===== src/rtl/core/dual_scan_lcd_refresh_defines.svh =====
// ----------------------------------------------------------------------------
// Assertion macros
// Shared concurrent assertion forms for the LCD refresh block.
// ----------------------------------------------------------------------------
`ifndef DUAL_SCAN_LCD_REFRESH_DEFINES_SVH
`define DUAL_SCAN_LCD_REFRESH_DEFINES_SVH

`ifndef SYNTHESIS

// same-cycle implication
`define DSL_ASSERT_HOLDS(label, clk, rst, ante, cons) \
  label: assert property (@(posedge clk) disable iff (rst) (ante) |-> (cons)) \
    else $error("dsl assertion failed");

// next-cycle implication
`define DSL_ASSERT_NEXT(label, clk, rst, ante, cons) \
  label: assert property (@(posedge clk) disable iff (rst) (ante) |=> (cons)) \
    else $error("dsl assertion failed");

`else

`define DSL_ASSERT_HOLDS(label, clk, rst, ante, cons)
`define DSL_ASSERT_NEXT(label, clk, rst, ante, cons)

`endif

`endif


===== src/rtl/core/dsl_fifo.sv =====
// ----------------------------------------------------------------------------
// dsl_fifo
// Small register queue with occupancy count.
// ----------------------------------------------------------------------------
`default_nettype none

module dsl_fifo #(
  parameter int WIDTH = 8,
  parameter int DEPTH = 2
) (
  input  wire logic                           clk,
  input  wire logic                           rst,
  input  wire logic                           push,
  input  wire logic [WIDTH-1:0]               din,
  input  wire logic                           pop,
  output logic      [WIDTH-1:0]               dout,
  output logic                                empty,
  output logic                                full,
  output logic      [$clog2(DEPTH+1)-1:0]     count
);

  localparam int PW = (DEPTH > 1) ? $clog2(DEPTH) : 1;
  localparam int CW = $clog2(DEPTH+1);

  logic [WIDTH-1:0] slots [DEPTH];
  logic [PW-1:0]    wr_ptr;
  logic [PW-1:0]    rd_ptr;
  logic             do_push;
  logic             do_pop;

  assign empty   = (count == '0);
  assign full    = (count == CW'(DEPTH));
  assign do_push = push && !full;
  assign do_pop  = pop && !empty;
  assign dout    = slots[rd_ptr];

  always_ff @(posedge clk) begin
    if (rst) begin
      wr_ptr <= '0;
      rd_ptr <= '0;
      count  <= '0;
    end else begin
      if (do_push) begin
        wr_ptr <= (wr_ptr == PW'(DEPTH-1)) ? '0 : wr_ptr + PW'(1);
      end
      if (do_pop) begin
        rd_ptr <= (rd_ptr == PW'(DEPTH-1)) ? '0 : rd_ptr + PW'(1);
      end
      count <= count + CW'(do_push) - CW'(do_pop);
    end
  end

  always_ff @(posedge clk) begin
    if (do_push) begin
      slots[wr_ptr] <= din;
    end
  end

endmodule

`default_nettype wire


===== config.mk =====
export PLATFORM = sky130hd
export DESIGN_NAME = dsl_fifo
export DESIGN_NICKNAME = d
export VERILOG_FILES = /design/src/rtl/core/dual_scan_lcd_refresh_defines.svh /design/src/rtl/core/dsl_fifo.sv
export SDC_FILE = /design/constraint.sdc
export NUM_CORES = 1
export LEC_CHECK = 0
export BUFFER_PORTS_ARGS = -buffer_cell sky130_fd_sc_hd__buf_2
export CAP_MARGIN = 20
export CORE_UTILIZATION = 35
export CTS_CLUSTER_SIZE = 30
export DETAILED_ROUTE_END_ITERATION = 6
export PLACE_DENSITY_LB_ADDON = 0.1
export SLEW_MARGIN = 10
export SYNTH_ARGS = -nofsm -noshare
export SYNTH_HDL_FRONTEND = slang
export SYNTH_SLANG_ARGS = --single-unit

===== constraint.sdc =====
create_clock -name clk -period 3.32 [get_ports clk]
set_input_delay 0.664 -clock clk [delete_from_list [all_inputs] [get_ports clk]]
set_output_delay 0.664 -clock clk [all_outputs]
set_load 0.02 [all_outputs]

==> summary.txt <==
Post_cts resized = 0
Kind of critical path = reg2out
Total GRT Usage = 11.3%
Most used routing layer = met2
Mapped Avg Cell Area = 15.6 um^2
Initial core utilization = 37.0%
PD cells = 779 nW/um^2
Number of fillers in the final layout = 216
CP Launch Type = register
Worst-Margin Slew = 0.373 ns
CP Data Required Time = 2.66 ns
Max Freq = 0.487 GHz
First-pass GRT wire length = 2000 um
Most frequent cells in the layout = buf_2 (23), edfxtp_1 (16), mux2_1 (5), dfxtp_1 (5), nor2_1 (4)
Routing usage on met3 = 3.03%
Setup crit end kind = output port
Final TNS setup = 0 ns
GRT met2 Usage = 19.8%
WL/cell = 11.4 um
Final Util = 44.8%
# IOs = 24
Total setup buffers inserted after CTS = 0
Multi-input gate area = 210 um^2
Clock skew = 0.00232 ns
Routed WL = 1200 um
Via count = 466
Met1 Use GR = 12.3%
Number of core rows = 17
Hold WS = 0.506 ns
Crit path max fanout = 8
RSZ-0062 raised after global routing = false
Area leader, netlist = edfxtp_1
Critical path arrival = 1.39 ns
Post-Synthesis Cells = 52
Diodes inserted = 0
Top cells by area, synth = edfxtp_1 (59%), dfxtp_1 (12%), mux2_1 (6.9%)
Synth warnings = 0
Clock latency on the worst-skew pair = 0.29 ns
# hold bufs at CTS = 0
Die area = 2510 um^2
Final nets = 93
FF/Latch Area = 581 um^2
CTS Buf Count = 3
Top FF cell, synth = edfxtp_1
Die span in y = 50.1 um
Reg clk slew, reported paths = 0.11 ns
Clock H-tree levels = 1
Via/cell ratio = 4.40
Ys async rst share = 0%
Max IR drop VDD = 0.449 mV
IO Port Bufs = 23
Clk sink count = 21
Vias in the first global route = 460
Endpoints failing hold = 0
Remaining antenna violation count after routing = 0
Final number of max-transition violations = 0
#FFs+latches synth = 21
Synth cell types = 21
Post-synth net total = 66
Max cap viols = 0
Final min period = 2.05 ns
Share of layout cells above drive strength 1 = 42.3%
Largest net degree at the start of global routing = 12
Final setup viols = 0
Min-Delay Path Class = reg2reg
Initial DRC Count = 2
Die width = 50.1 um
Relative slew slack = 75.1%
Initial antenna violation count = 0
Core area = 2190 um^2
Share of the synthesized area in the top cell type = 59.3%
Root Buffer = clkbuf_4
EDFF count, synth = 16
Sequential share of the synthesized area = 71.6%
Drt pass-1 iters = 4
Area growth from synthesis to layout = 21.1%
Fin crit share = 61.9%
Clk buf depth = 2
Hpwl dp = 891 um
Most common cell after layout, fill and taps aside = buf_2
DRC = 0
Synthesized cell area = 811 um^2
Gr ovfl total = 0
Lkg Pwr = 0.000413 uW
CTS tree = done
Status = complete, no violations
GP Congestion = 0.642
-- state kept, by name (all words and copies together) (netlist names), named ones only --
signal  cells
slots      16
count       2
rd_ptr      1
wr_ptr      1
-- critical path, stage by stage (launching register included) --
cell and delay, ns:
dfxtp_1 0.56, mux2_1 0.37, buf_2 0.17
-- final timing paths --
check                           slack (ns)     start  cells past startpoint  endpoint
worst min register to register        0.51    wr_ptr                      2    wr_ptr
worst max register to register        1.73  count[0]                      8  count[1]
worst max-delay path                  1.27  register                      2   dout[5]
worst min-delay path                  0.51    wr_ptr                      2    wr_ptr
-- per-stage QoR --
stage          std cells  area [um^2]  total power, uW  setup slack [ns]
6_report             106          982              765              1.27
5_1_grt              106          982              817              1.17
4_1_cts              106          982              776              1.23
3_5_place_dp         102          956              660              1.46
3_3_place_gp         102          956              656              1.49
2_1_floorplan         52          811              574              1.61
-- logic make-up (layout without fill, tap and decap cells) --
group                      count (synthesis)  after routing  synth area share (%)
muxes                                      8              8                  11.1
DFF                                       21             21                  71.6
and+or+nand+nor                           11             11                  7.25
adders and majority gates                  2              2                  3.09
buffers and inverters                      5             31                  2.47
AOI/OAI and AO/OA                          3              3                  2.31
xor gates and xnor gates                   2              2                  2.16
-- cell type report --
type                       instances  share of cell area, %
sequential                        21                   59.1
clock buffer                       4                   2.68
tap                               28                   3.57
timing repair buffer              23                   11.7
multi-input combinational         26                   21.4
inverter                           4                   1.53
-- where the power goes --
part / switching (uW) / internal (uW)
clock network: 68.9 / 46.7
logic: 157 / 114
registers: 38.8 / 340
-- cells in the mapped netlist, types with 2 or more instances --
library cell,n
dfxtp_1,5
mux2_2,3
inv_1,3
ha_1,2
nor2_1,4
edfxtp_1,16
mux2_1,5
-- metal layers --
layer / share of wire [%] / up-vias / wire [um]
li1: - / 236 / -
met1: 44 / 213 / 529
met2: 50 / 17 / 601
met3: 6.0 / 0 / 72
met4: 0 / 0 / 0
met5: 0 / - / 0
Note: power is estimated with default switching activity, not from simulation.
