`config.mk`:
```
export PLATFORM = sky130hd
export DESIGN_NAME = dsl_front
export DESIGN_NICKNAME = d
export VERILOG_FILES = /design/src/rtl/core/dual_scan_lcd_refresh_defines.svh /design/src/rtl/core/dsl_pkg.sv /design/src/rtl/core/dsl_front.sv
export SDC_FILE = /design/constraint.sdc
export NUM_CORES = 1
export LEC_CHECK = 0
export ABC_AREA = 1
export BUFFER_PORTS_ARGS = -buffer_cell sky130_fd_sc_hd__buf_4
export CAP_MARGIN = 10
export CORE_UTILIZATION = 45
export DETAILED_ROUTE_END_ITERATION = 10
export GPL_TIMING_DRIVEN = 0
export MAX_ROUTING_LAYER = met4
export PLACE_DENSITY_LB_ADDON = 0.05
export SYNTH_ARGS = -nofsm -noshare
export SYNTH_HDL_FRONTEND = slang
export SYNTH_SLANG_ARGS = --single-unit
export TNS_END_PERCENT = 20
```
`constraint.sdc`:
```
create_clock -name clk -period 4.7 [get_ports clk]
set_input_delay 0.94 -clock clk [delete_from_list [all_inputs] [get_ports clk]]
set_output_delay 0.94 -clock clk [all_outputs]
set_load 0.02 [all_outputs]
```
`src/rtl/core/dual_scan_lcd_refresh_defines.svh`:
```
// ----------------------------------------------------------------------------
// Assertion macros
// Shared concurrent assertion forms for the LCD refresh block.
// ----------------------------------------------------------------------------
`ifndef DUAL_SCAN_LCD_REFRESH_DEFINES_SVH
`define DUAL_SCAN_LCD_REFRESH_DEFINES_SVH

`ifndef SYNTHESIS

// same-cycle implication
`define DSL_ASSERT_HOLDS(label, clk, rst, ante, cons) \
  label: assert property (@(posedge clk) disable iff (rst) (ante) |-> (cons)) \
    else $error("dsl assertion failed");

// next-cycle implication
`define DSL_ASSERT_NEXT(label, clk, rst, ante, cons) \
  label: assert property (@(posedge clk) disable iff (rst) (ante) |=> (cons)) \
    else $error("dsl assertion failed");

`else

`define DSL_ASSERT_HOLDS(label, clk, rst, ante, cons)
`define DSL_ASSERT_NEXT(label, clk, rst, ante, cons)

`endif

`endif

```
`src/rtl/core/dsl_pkg.sv`:
```
// ----------------------------------------------------------------------------
// dsl_pkg
// Types, codes and widths shared by the dual-scan LCD refresh block.
// ----------------------------------------------------------------------------
`default_nettype none

package dsl_pkg;

  localparam int DISPLAY_WIDTH_PIXELS_DEF = 240;
  localparam int HALF_LINES_DEF           = 32;

  localparam int FUNC_W     = 2;
  localparam int X_W        = 9;
  localparam int Y_W        = 7;
  localparam int CFG_IDX_W  = 1;
  localparam int CFG_DATA_W = 7;
  localparam int BRIGHT_W   = 7;

  // widths cover the full parameter range (64 half lines, 64 byte columns)
  localparam int ROW_W  = 6;
  localparam int COL_W  = 6;
  localparam int KB_W   = 9;
  localparam int LIM_W  = 15;
  localparam int PROD_W = 16;

  localparam int PWM_SCALE = 100;
  localparam int CMD_DEPTH = 2;
  localparam int RES_DEPTH = 4;

  localparam logic [FUNC_W-1:0] FUNC_WRITE = 2'd0;
  localparam logic [FUNC_W-1:0] FUNC_READ  = 2'd1;
  localparam logic [FUNC_W-1:0] FUNC_TICK  = 2'd2;

  localparam logic [CFG_IDX_W-1:0] CFG_BACKLIGHT_ENABLE = 1'd0;
  localparam logic [CFG_IDX_W-1:0] CFG_BRIGHTNESS       = 1'd1;

  typedef enum logic [1:0] {
    OP_WRITE,
    OP_READ,
    OP_TICK
  } cmd_op_t;

  typedef struct packed {
    cmd_op_t            op;
    logic               in_range;
    logic               lower;
    logic [ROW_W-1:0]   row;
    logic [COL_W-1:0]   col;
    logic [2:0]         bit_sel;
    logic               value;
    logic               frame;
    logic               polarity;
    logic               bl_enable;
    logic               bl_restart;
    logic [KB_W-1:0]    k_base;
    logic [LIM_W-1:0]   limit;
  } dsl_cmd_t;

  typedef struct packed {
    logic       kind;
    logic       read_bit;
    logic [7:0] upper_byte;
    logic [7:0] lower_byte;
    logic       frame_flag;
    logic       m_phase;
    logic       backlight_out;
    logic       last_column;
  } dsl_result_t;

endpackage

`default_nettype wire

```
`src/rtl/core/dsl_front.sv`:
```
// ----------------------------------------------------------------------------
// dsl_front
// Takes input beats, range-checks pixels, tracks scan line and polarity,
// and hands commands to the back end.
// ----------------------------------------------------------------------------
`default_nettype none

module dsl_front #(
  parameter int DISPLAY_WIDTH_PIXELS = dsl_pkg::DISPLAY_WIDTH_PIXELS_DEF,
  parameter int HALF_LINES           = dsl_pkg::HALF_LINES_DEF
) (
  input  wire logic                          clk,
  input  wire logic                          rst,
  input  wire logic                          push,
  output logic                               full,
  input  wire logic [dsl_pkg::FUNC_W-1:0]    func,
  input  wire logic [dsl_pkg::X_W-1:0]       x_pos,
  input  wire logic [dsl_pkg::Y_W-1:0]       y_pos,
  input  wire logic                          pixel_value,
  input  wire logic                          backlight_enable,
  input  wire logic [dsl_pkg::BRIGHT_W-1:0]  brightness_percent,
  input  wire logic                          cmd_full,
  input  wire logic                          clearing,
  output logic                               cmd_push,
  output dsl_pkg::dsl_cmd_t                  cmd
);

  import dsl_pkg::*;

  localparam int NUM_COLS = (DISPLAY_WIDTH_PIXELS + 7) / 8;
  localparam int HALF_W   = DISPLAY_WIDTH_PIXELS / 2;

  logic [ROW_W-1:0] scan_line;
  logic             polarity;
  logic             accept;
  logic             x_ok;
  logic             y_ok;
  logic             y_lower;
  logic             pol_new;

  assign full    = cmd_full || clearing;
  assign accept  = push && !full;
  assign x_ok    = {1'b0, x_pos} < (X_W+1)'(DISPLAY_WIDTH_PIXELS);
  assign y_ok    = {1'b0, y_pos} < (Y_W+1)'(2 * HALF_LINES);
  assign y_lower = {1'b0, y_pos} >= (Y_W+1)'(HALF_LINES);
  assign pol_new = (scan_line == '0) ? !polarity : polarity;

  always_comb begin
    cmd          = '0;
    cmd_push     = 1'b0;
    cmd.in_range = x_ok && y_ok;
    cmd.lower    = y_lower;
    cmd.row      = y_lower ? ROW_W'(y_pos - Y_W'(HALF_LINES)) : ROW_W'(y_pos);
    cmd.col      = x_pos[X_W-1:3];
    cmd.bit_sel  = x_pos[2:0];
    cmd.value    = pixel_value;
    unique case (func)
      FUNC_WRITE: begin
        cmd.op   = OP_WRITE;
        cmd_push = accept;
      end
      FUNC_READ: begin
        cmd.op   = OP_READ;
        cmd_push = accept;
      end
      FUNC_TICK: begin
        cmd.op         = OP_TICK;
        cmd.row        = scan_line;
        cmd.frame      = (scan_line == ROW_W'(1));
        cmd.polarity   = pol_new;
        cmd.bl_enable  = backlight_enable;
        cmd.bl_restart = (scan_line[2:0] == 3'd0);
        cmd.k_base     = KB_W'(scan_line[2:0] * NUM_COLS);
        cmd.limit      = LIM_W'(brightness_percent * HALF_W);
        cmd_push       = accept;
      end
      default: begin
        cmd.op = OP_WRITE;
      end
    endcase
  end

  always_ff @(posedge clk) begin
    if (rst) begin
      scan_line <= '0;
      polarity  <= 1'b1;
    end else if (accept && func == FUNC_TICK) begin
      polarity  <= pol_new;
      scan_line <= (scan_line == ROW_W'(HALF_LINES - 1)) ? '0 : scan_line + ROW_W'(1);
    end
  end

endmodule

`default_nettype wire

```
==> metrics.md, run 1 <==
| Metric | Value |
|---|---|
| All-Layer GR Usage | 20.9% |
| Combinational share of power | 65.7% |
| Most common cell after layout, fill and taps aside | buf_4 |
| WHS Path Cells | 2 |
| Max cap viols | 0 |
| Setup TNS Final | 0 ns |
| Chip width | 63.2 um |
| Hold Worst Slack | 0.487 ns |
| Reg2Reg Depth | 6 |
| H-tree Lvls | 1 |
| Critical Path AT | 3.47 ns |
| Final Cycle Share | 93.9% |
| Rows | 21 |
| Final Hold Violating Endpoints | 0 |
| Pre-antenna DRT Iters | 4 |
| Crit. Startpoint | brightness_percent[4] |
| I/O pin total | 82 |
| FF-to-FF setup slack | 3.31 ns |
| DP Cell Count | 374 |
| Worst path buffer plus inverter count | 4 |
| Post CTS Setup Buffer Count | 0 |
| Peak supply drop | 0.0836 mV |
| Total wire length | 3.80 mm |
| Switching power | 188 uW |
| Antenna diodes | 0 |
| Area after DPL | 0.00229 mm2 |
| Final Cell Area | 0.00233 mm2 |
| IO buf count | 70 |
| Largest net degree at the start of global routing | 11 |
| HP Start | polarity |
| GPL Wtd Cong | 0.812 |
| Die height | 63.2 um |
| CP Capture Type | output pin |
| Hold Buf Count CTS | 0 |
| Skew final | 0.00136 ns |
| CP startpoint kind | input pin |
| Clock share of power | 20.1% |
| Max stage delay cell, worst path | fa_1 |
| Internal cell power | 240 uW |
| Number of buffers created by CTS | 3 |
| Hold Crit Class | reg -> reg |
| Tmin final | 4.41 ns |
| Netlist cell types | 24 |
| Most frequent cells in the layout | buf_4 (88), inv_1 (50), nand2_1 (49) |
| Antenna Nets Post-Route | 0 |
| Max Fclk | 227 MHz |
| First-pass GRT wire length | 6.58 mm |
| Slew Limit Fails | 0 |
| Fillers | 331 |
| Reg power frac | 14.2% |
| Synthesized flop and latch total | 7 |
| Core area | 0.00347 mm2 |
| CP peak stage delay | 0.53 ns |
| CTS tree | yes |
| CTS root buffer | clkbuf_8 |
| Grt ovf | 0 |
| Area Overhead vs Synth | 38.4% |
| CP max FO | 5 |
| FF-to-FF Start | scan_line[2] |
| Sw Share | 44.0% |
| Proportion of layout cells with a drive suffix above 1 | 31.0% |
| Synth area leaders | fa_1 (17%), ha_1 (16%), inv_1 (11%) |
| RSZ-0062 raised after global routing | no |
| Vias in the first global route | 1550 |
| DRC | 0 |
| CP Class | in -> out |
| Footprint of the multi-input gates | 0.00121 mm2 |
| WHS Endpoint | polarity |
| Post-route insts no fill | 378 |
| Cts repair resizes | 0 |
| Die Area | 0.00399 mm2 |
| Warnings, synthesis | 0 |
| Detailed placement HPWL | 3.20 mm |
| CP required | 3.76 ns |
| Initial Util | 48.6% |
| CTS max path bufs | 2 |
| Synth top area share | 16.6% |
| Netlist Area Pre-Place | 0.00168 mm2 |
| DRT iter0 DRCs | 57 |
| Run status | finished clean |
| Via count | 1717 |
| Synth Instances | 253 |
| Clock transition at path regs | 0.04 ns |
| LEAKAGE | 1.35 nW |
| Worst-Skew Late Latency | 0.23 ns |
| Final Setup Violations | 0 |
| Crit Reg-Reg Endpoint | scan_line[5] |
| Leading area contributor after synthesis | fa_1 |
| DR vias/cell | 4.54 |
| Clock sinks | 7 |
| Delay-heaviest family, CP | adder cells |
| Initial antenna violation count | 0 |
| Sequential fraction of the synthesis area | 8.32% |
| Sequential cell area | 140 um2 |
| NumNets Final | 401 |
| Mapped Avg Cell Area | 6.66 um2 |
| Cell Chain, Critical Path | buf_4, inv_1, fa_1, fa_1, inv_1, ha_1, or2_2, nand2_1, xor2_1, nor2_1, buf_4 |
| Power Density | 183 mW/mm2 |
| WL per Instance | 10.0 um |
==> power by group through the flow <==
stage	Clock [mW]	Combinational [mW]	Sequential, mW
floorplan	0	0.193	0.0614
global placement	0	0.275	0.0616
detailed placement	0	0.280	0.0616
CTS	0.0873	0.281	0.0606
global route	0.0890	0.318	0.0606
finish	0.0861	0.281	0.0606
==> per-stage QoR <==
stage	worst slack, ns	util, %	total power, mW
after global routing	0.108	67.2	0.467
after CTS	0.273	67.2	0.429
final	0.289	67.2	0.428
after detailed placement	0.277	65.9	0.342
after global placement	0.327	65.9	0.337
after floorplan	0.521	-	0.255
==> state kept, by name (all words and copies together) (netlist names) <==
register   count
polarity       1
scan_line      6
==> cell families after synthesis <==
| group | share of synthesized area (%) |
|---|---|
| flip-flops | 8.32 |
| adder cells (fa/ha/maj) | 33.0 |
| XOR/XNOR | 1.04 |
| other | 0.223 |
| buffers and inverters | 20.7 |
| AND/OR/NAND/NOR | 27.6 |
| AO/OA/AOI/OAI | 9.06 |
==> worst max-delay path by stage <==
stage | depth (start not counted) | to | slack (ns)
after floorplan | 9 | cmd[13] | 0.52
after global placement | 11 | cmd[9] | 0.33
after detailed placement | 11 | cmd[9] | 0.28
after CTS | 11 | cmd[9] | 0.27
after global routing | 12 | cmd[11] | 0.11
final | 11 | cmd[9] | 0.29
==> metal layers <==
metal  global-route usage [%]  share of wire, %
met1                     27.2                47
met2                     32.8                43
met3                     4.35               8.8
met4                     5.40               1.1
met5                        -                 0
==> cell usage after synthesis <==
| library cell | number |
|---|---|
| buf_2 | 2 |
| or2_2 | 2 |
| o21ai_0 | 5 |
| xor2_1 | 2 |
| nor2_4 | 2 |
| nor3b_1 | 2 |
| a21oi_2 | 2 |
| ha_1 | 22 |
| dfxtp_1 | 7 |
| buf_4 | 18 |
| o21ai_1 | 5 |
| fa_1 | 14 |
| nand3b_1 | 2 |
| nand3_1 | 12 |
| or2_1 | 1 |
| a21oi_1 | 17 |
| nand4_1 | 2 |
| nand2_1 | 49 |
| nand3_4 | 1 |
| nor2_1 | 32 |
| clkinv_4 | 1 |
| inv_2 | 2 |
| inv_1 | 50 |
| conb_1 | 1 |
==> final cells by class <==
class | count | share of cell area [%]
buffer | 20 | 6.23
sequential | 7 | 6.01
multi-input combinational | 178 | 52.1
inverter | 53 | 8.75
timing repair buffer | 70 | 22.5
tap | 46 | 2.47
clock buffer | 4 | 1.93
==> worst reg2reg max path: cells and delay by family (launching register included) <==
family        cells  cell delay (ns)
simple gates      5             0.56
fa+ha+maj         1             0.23
flops             1             0.49
Note: power is estimated with default switching activity, not from simulation.
==> run 2: changes to the inputs <==
Settings changed: ABC_AREA 1 to unset.
==> metrics.md, run 2 <==
| Metric | Value |
|---|---|
| Synth Instances | 205 (was 253) |
| CP required | 3.76 ns (about the same) |
| Power Density | 181 mW/mm2 (was 183 mW/mm2) |
| Fillers | 335 (was 331) |
| All-Layer GR Usage | 20.6% (was 20.9%) |
| Detailed placement HPWL | 3.10 mm (was 3.20 mm) |
| Synth area leaders | fa_1 (17%), ha_1 (17%), dfxtp_1 (8.6%) (was fa_1 (17%), ha_1 (16%), inv_1 (11%)) |
| Tmin final | 4.54 ns (was 4.41 ns) |
| Initial antenna violation count | 0 (unchanged) |
| Sequential fraction of the synthesis area | 8.59% (was 8.32%) |
| Leading area contributor after synthesis | fa_1 (unchanged) |
| Synth top area share | 17.2% (was 16.6%) |
| Worst slew pin tran | 0.505 ns |
| DRC | 0 (unchanged) |
| Largest net degree at the start of global routing | 11 (unchanged) |
| Vias in the first global route | 1479 (was 1550) |
| Number of buffers created by CTS | 3 (unchanged) |
| Netlist cell types | 43 (was 24) |
| Hold Crit Class | reg -> reg (unchanged) |
| Post-synth ARST share | 0% (unchanged) |
| CP startpoint kind | input pin (unchanged) |
| LEAKAGE | 1.21 nW (was 1.35 nW) |
| Netlist Area Pre-Place | 0.00163 mm2 (was 0.00168 mm2) |
| Worst-Skew Late Latency | 0.26 ns (was 0.23 ns) |
| Setup TNS Final | 0 ns (unchanged) |
| EDFF count, synth | 0 (unchanged) |
| CTS max path bufs | 2 (unchanged) |
| Skew final | 0.0100 ns (was 0.00136 ns) |
| DRT iter0 DRCs | 31 (was 57) |
| Cell Chain, Critical Path | buf_4, fa_1, fa_1, fa_1, a211oi_2, nor2_1, or3b_2, nand3_1, buf_4 (was buf_4, inv_1, fa_1, fa_1, inv_1, ha_1, or2_2, nand2_1, xor2_1, nor2_1, buf_4) |
| Clock sinks | 7 (unchanged) |
| Critical Path AT | 3.60 ns (was 3.47 ns) |
| GPL Wtd Cong | 0.780 (was 0.812) |
| Met3 GRT Util | 5.51% (was 4.35%) |
| Worst Slack Setup Final | 0.157 ns (was 0.289 ns) |
| Hold Buf Count CTS | 0 (unchanged) |
| Initial Util | 47.8% (was 48.6%) |
| Area Overhead vs Synth | 40.0% (was 38.4%) |
| Final Cycle Share | 96.7% (was 93.9%) |
| Synthesized flop and latch total | 7 (unchanged) |
| WL per Instance | 11.2 um (was 10.0 um) |
| Run status | finished clean (unchanged) |
| Grt ovf | 0 (unchanged) |
| First-pass GRT wire length | 6.38 mm (was 6.58 mm) |
| Warnings, synthesis | 0 (unchanged) |
| RSZ-0062 raised after global routing | no (unchanged) |
| Pre-antenna DRT Iters | 4 (unchanged) |
| Core area | 0.00342 mm2 (was 0.00347 mm2) |
| Slew Limit Fails | 0 (unchanged) |
| Max Fclk | 220 MHz (was 227 MHz) |
| I/O pin total | 82 (unchanged) |
| Relative slew margins | 66.3% |
| Top_reg_cell synth | dfxtp_1 (unchanged) |
| Cell mode on critical path | fa_1 |
| Final Setup Violations | 0 (unchanged) |
| Via count | 1639 (was 1717) |
| Most flop-heavy register | scan_line (unchanged) |
| Antenna Nets Post-Route | 0 (unchanged) |
| Most frequent cells in the layout | buf_4 (87), ha_1 (21), inv_1 (19) (was buf_4 (88), inv_1 (50), nand2_1 (49)) |
| Met2 usage | 33.1% (was 32.8%) |
| CTS tree | yes (unchanged) |
| Rows | 21 (unchanged) |
| Max cap viols | 0 (unchanged) |
| NumNets Final | 353 (was 401) |
| H-tree Lvls | 1 (unchanged) |
| Busiest grt layer | met2 (unchanged) |
| Max stage delay cell, worst path | fa_1 (unchanged) |
| CP max FO | 3 (was 5) |
| Most common cell after layout, fill and taps aside | buf_4 (unchanged) |
| GR Layer Usage met1 | 26.3% (was 27.2%) |
| Pre-CTS setup slack | 0.0188 ns (was 0.277 ns) |
| Clock transition at path regs | 0.05 ns (was 0.04 ns) |
| Most frequent cell after synthesis | ha_1 (was inv_1) |
| Antenna diodes | 0 (unchanged) |
| CP peak stage delay | 0.57 ns (was 0.53 ns) |
| Die Area | 0.00387 mm2 (was 0.00399 mm2) |
| CTS root buffer | clkbuf_4 (was clkbuf_8) |
| Number of flip-flops in the largest register | 6 (unchanged) |
| Top cells by count, synth | ha_1 (22), inv_1 (21), nand2_1 (18) (was inv_1 (50), nand2_1 (49), nor2_1 (32)) |
| Proportion of layout cells with a drive suffix above 1 | 35.9% (was 31.0%) |
| Hold Worst Slack | 0.551 ns (was 0.487 ns) |
| CP Capture Type | output pin (unchanged) |
| Largest regs | scan_line: 6 flops, polarity: 1 flops (unchanged) |
| FF-to-FF setup slack | 3.02 ns (was 3.31 ns) |
| Chip width | 62.2 um (was 63.2 um) |
| Worst path buffer plus inverter count | 2 (was 4) |
| Post CTS Setup Buffer Count | 0 (unchanged) |
| IO buf count | 70 (unchanged) |
| Die height | 62.2 um (was 63.2 um) |
| Cts repair resizes | 0 (unchanged) |
| Final Hold Violating Endpoints | 0 (unchanged) |
| DR vias/cell | 4.97 (was 4.54) |
| CP Class | in -> out (unchanged) |
| Mapped Avg Cell Area | 7.96 um2 (was 6.66 um2) |
| Delay-heaviest family, CP | adder cells (unchanged) |
| Total wire length | 3.69 mm (was 3.80 mm) |
| Peak supply drop | 0.101 mV (was 0.0836 mV) |
==> run 2: worst paths after layout <==
kind | startpoint | endpoint | depth (start not counted)
max | brightness_percent[0] | cmd[11] | 9
min | scan_line[5] | scan_line[5] | 2
max reg2reg | scan_line[2] | scan_line[5] | 4
min reg2reg | scan_line[5] | scan_line[5] | 2
==> run 2: tightest hold or removal path, stage by stage (launching register included) <==
cell and delay, ns:
dfxtp_1 0.35, o21ai_0 0.09, a21oi_1 0.06
==> run 2: per-stage QoR <==
step / util, % / instances / instance area, um2 / power, mW
6_report: 66.9 / 330 / 2280 / 0.414
4_1_cts: 66.2 / 330 / 2260 / 0.404
3_5_place_dp: 65.4 / 326 / 2230 / 0.347
3_3_place_gp: 65.4 / 326 / 2230 / 0.344
5_1_grt: 66.9 / 330 / 2280 / 0.449
2_1_floorplan: - / 210 / 1650 / 0.257
==> run 2: cell type report <==
type | count | area [um2] | area share, %
Buffer | 21 | 143 | 6.24
Clock buffer | 4 | 26.3 | 1.15
Inverter | 22 | 90.1 | 3.94
Multi-Input combinational cell | 160 | 1300 | 57.0
Sequential cell | 7 | 140 | 6.13
Tap cell | 46 | 57.6 | 2.52
Timing Repair Buffer | 70 | 526 | 23.0
==> run 2: kinds of logic after synthesis <==
| kind of cell | share of synthesized area, % |
|---|---|
| multiplexers | 0.614 |
| AND/OR/NAND/NOR | 27.0 |
| AO/OA/AOI/OAI | 12.0 |
| other | 0.230 |
| XOR/XNOR | 3.76 |
| adder cells (fa/ha/maj) | 34.0 |
| buffers and inverters | 13.8 |
| flip-flops | 8.59 |
==> run 2: where the power goes <==
part           internal, mW  switching, mW  leakage, nW  total (mW)
logic                 0.137          0.160         1.14       0.297
clock network        0.0325         0.0236       0.0150      0.0561
registers            0.0598       0.000590       0.0565      0.0604
total                 0.229          0.185         1.21       0.414
==> run 2: per-layer routing <==
layer  vias to the layer above  wire length [um]
li1                        825                 -
met1                       738              1720
met2                        74              1620
met3                         2               327
met4                         0                22
met5                         -                 0
==> run 3: changes to the inputs <==
Settings changed: CORE_ASPECT_RATIO set to 1.25.
==> metrics.md, run 3 (synthesis gave the netlist of run 2 again) <==
| Metric | Value |
|---|---|
| Chip width | 55.9 um (was 62.2 um) |
| Hold Worst Slack | 0.560 ns (was 0.551 ns) |
| CP Capture Type | output pin (unchanged) |
| Skew final | 0.00121 ns (was 0.0100 ns) |
| Number of flip-flops in the largest register | 6 (unchanged) |
| Proportion of layout cells with a drive suffix above 1 | 35.6% (was 35.9%) |
| Cell Chain, Critical Path | buf_4, fa_1, fa_1, fa_1, a211oi_2, nor2_1, or3b_2, nand3_1, buf_4 (unchanged) |
| Tot Pwr | 437 uW (was 414 uW) |
| Initial Util | 46.8% (was 47.8%) |
| Most frequent cells in the layout | buf_4 (87), ha_1 (22), inv_1 (19) (was buf_4 (87), ha_1 (21), inv_1 (19)) |
| Final Setup Violations | 0 (unchanged) |
| DP Cell Count | 319 (was 326) |
| Hold Crit Class | reg -> reg (unchanged) |
| Hold Buf Count CTS | 0 (unchanged) |
| Max cap viols | 0 (unchanged) |
| H-tree Lvls | 1 (unchanged) |
| DR vias/cell | 4.97 (about the same) |
| Run status | finished clean (unchanged) |
| CTS root buffer | clkbuf_8 (was clkbuf_4) |
| LEAKAGE | 1.22 nW (was 1.21 nW) |
| RSZ-0062 raised after global routing | no (unchanged) |
| Pre-CTS setup slack | -0.00648 ns (was 0.0188 ns) |
| CP required | 3.76 ns (about the same) |
| Final Hold Violating Endpoints | 0 (unchanged) |
| I/O pin total | 82 (unchanged) |
| Clock transition at path regs | 0.04 ns (was 0.05 ns) |
| DRT iter0 DRCs | 43 (was 31) |
| Peak supply drop | 0.161 mV (was 0.101 mV) |
| Critical Path AT | 3.66 ns (was 3.60 ns) |
| GPL Wtd Cong | 0.806 (was 0.780) |
| Grt ovf | 0 (unchanged) |
| CP peak stage delay | 0.57 ns (about the same) |
| Post CTS Setup Buffer Count | 0 (unchanged) |
| Power Density | 191 mW/mm2 (was 181 mW/mm2) |
| Antenna diodes | 0 (unchanged) |
| Tmin final | 4.60 ns (was 4.54 ns) |
| Rows | 24 (was 21) |
| CTS max path bufs | 2 (unchanged) |
| CP Class | in -> out (unchanged) |
| NumNets Final | 353 (unchanged) |
| Antenna Nets Post-Route | 0 (unchanged) |
| Slew Limit Fails | 0 (unchanged) |
| Die Area | 0.00387 mm2 (about the same) |
| Total wire length | 3.71 mm (was 3.69 mm) |
| All-Layer GR Usage | 20.9% (was 20.6%) |
| IO buf count | 70 (unchanged) |
| Area after DPL | 0.00222 mm2 (was 0.00223 mm2) |
| Vias in the first global route | 1577 (was 1479) |
| CP max FO | 3 (unchanged) |
| Most flop-heavy register | scan_line (unchanged) |
| WL per Instance | 11.5 um (was 11.2 um) |
| Worst Slack Setup Final | 0.0981 ns (was 0.157 ns) |
| Core area | 0.00348 mm2 (was 0.00342 mm2) |
| Largest net degree at the start of global routing | 11 (unchanged) |
| Post-route insts no fill | 323 (was 330) |
| Clock sinks | 7 (unchanged) |
| Max Fclk | 217 MHz (was 220 MHz) |
| CP startpoint kind | input pin (unchanged) |
| Initial antenna violation count | 0 (unchanged) |
| Final Cell Area | 0.00228 mm2 (about the same) |
| Number of buffers created by CTS | 3 (unchanged) |
| Core Util, Final | 65.5% (was 66.9%) |
| Fillers | 330 (was 335) |
| Pre-antenna DRT Iters | 4 (unchanged) |
| Die height | 69.3 um (was 62.2 um) |
| Detailed placement HPWL | 3.18 mm (was 3.10 mm) |
| Cell mode on critical path | fa_1 (unchanged) |
| Area Overhead vs Synth | 39.9% (was 40.0%) |
| CTS tree | yes (unchanged) |
| Max stage delay cell, worst path | fa_1 (unchanged) |
| Via count | 1606 (was 1639) |
| Largest regs | scan_line: 6 flops, polarity: 1 flops (unchanged) |
| Final Cycle Share | 97.9% (was 96.7%) |
| DRC | 0 (unchanged) |
| First-pass GRT wire length | 6.49 mm (was 6.38 mm) |
| Worst-Skew Late Latency | 0.23 ns (was 0.26 ns) |
| Most common cell after layout, fill and taps aside | buf_4 (unchanged) |
| Setup TNS Final | 0 ns (unchanged) |
[run 3: path summary, 6_finish.rpt]
kind / startpoint / to / slack (ns) / cells after the start
worst max-delay path: brightness_percent[0] / cmd[11] / 0.1 / 9
worst min-delay path: scan_line[4] / scan_line[4] / 0.56 / 2
worst max register to register: scan_line[0] / scan_line[1] / 3.00 / 5
worst min register to register: scan_line[4] / scan_line[4] / 0.56 / 2
[run 3: report_power, final]
part	total, mW	internal (mW)	switching [mW]
logic	0.290	0.132	0.158
clock network	0.0855	0.0588	0.0267
registers	0.0607	0.0600	0.000647
[run 3: what timing repair did]
item | CTS | global route
setup endpoints to repair | 1 | 3
resized for setup | 2 | 3
hold endpoints to repair | 0 | 0
[run 3: layer usage]
metal  vias up  track usage (%)  wire, um
met5         -                -         0
met4         0             6.50        27
met3         5             1.49       103
met2        32             39.2      2080
met1       739             23.4      1500
li1        830                -         -
[run 3: worst max-delay path, delay by kind of cell]
| family | cells | cell delay (ns) |
|---|---|---|
| adders and majority gates | 3 | 1.50 |
| and+or+nand+nor | 3 | 0.63 |
| buffers and inverters | 2 | 0.26 |
| AOI/OAI and AO/OA | 1 | 0.33 |
[run 3: area by class of cell]
class	count	area, um2	area share [%]
Inverter	22	90.1	3.95
Buffer	21	143	6.25
Tap cell	39	48.8	2.14
Multi-Input combinational cell	160	1290	56.5
Clock buffer	4	45.0	1.97
Sequential cell	7	140	6.14
Timing Repair Buffer	70	526	23.0
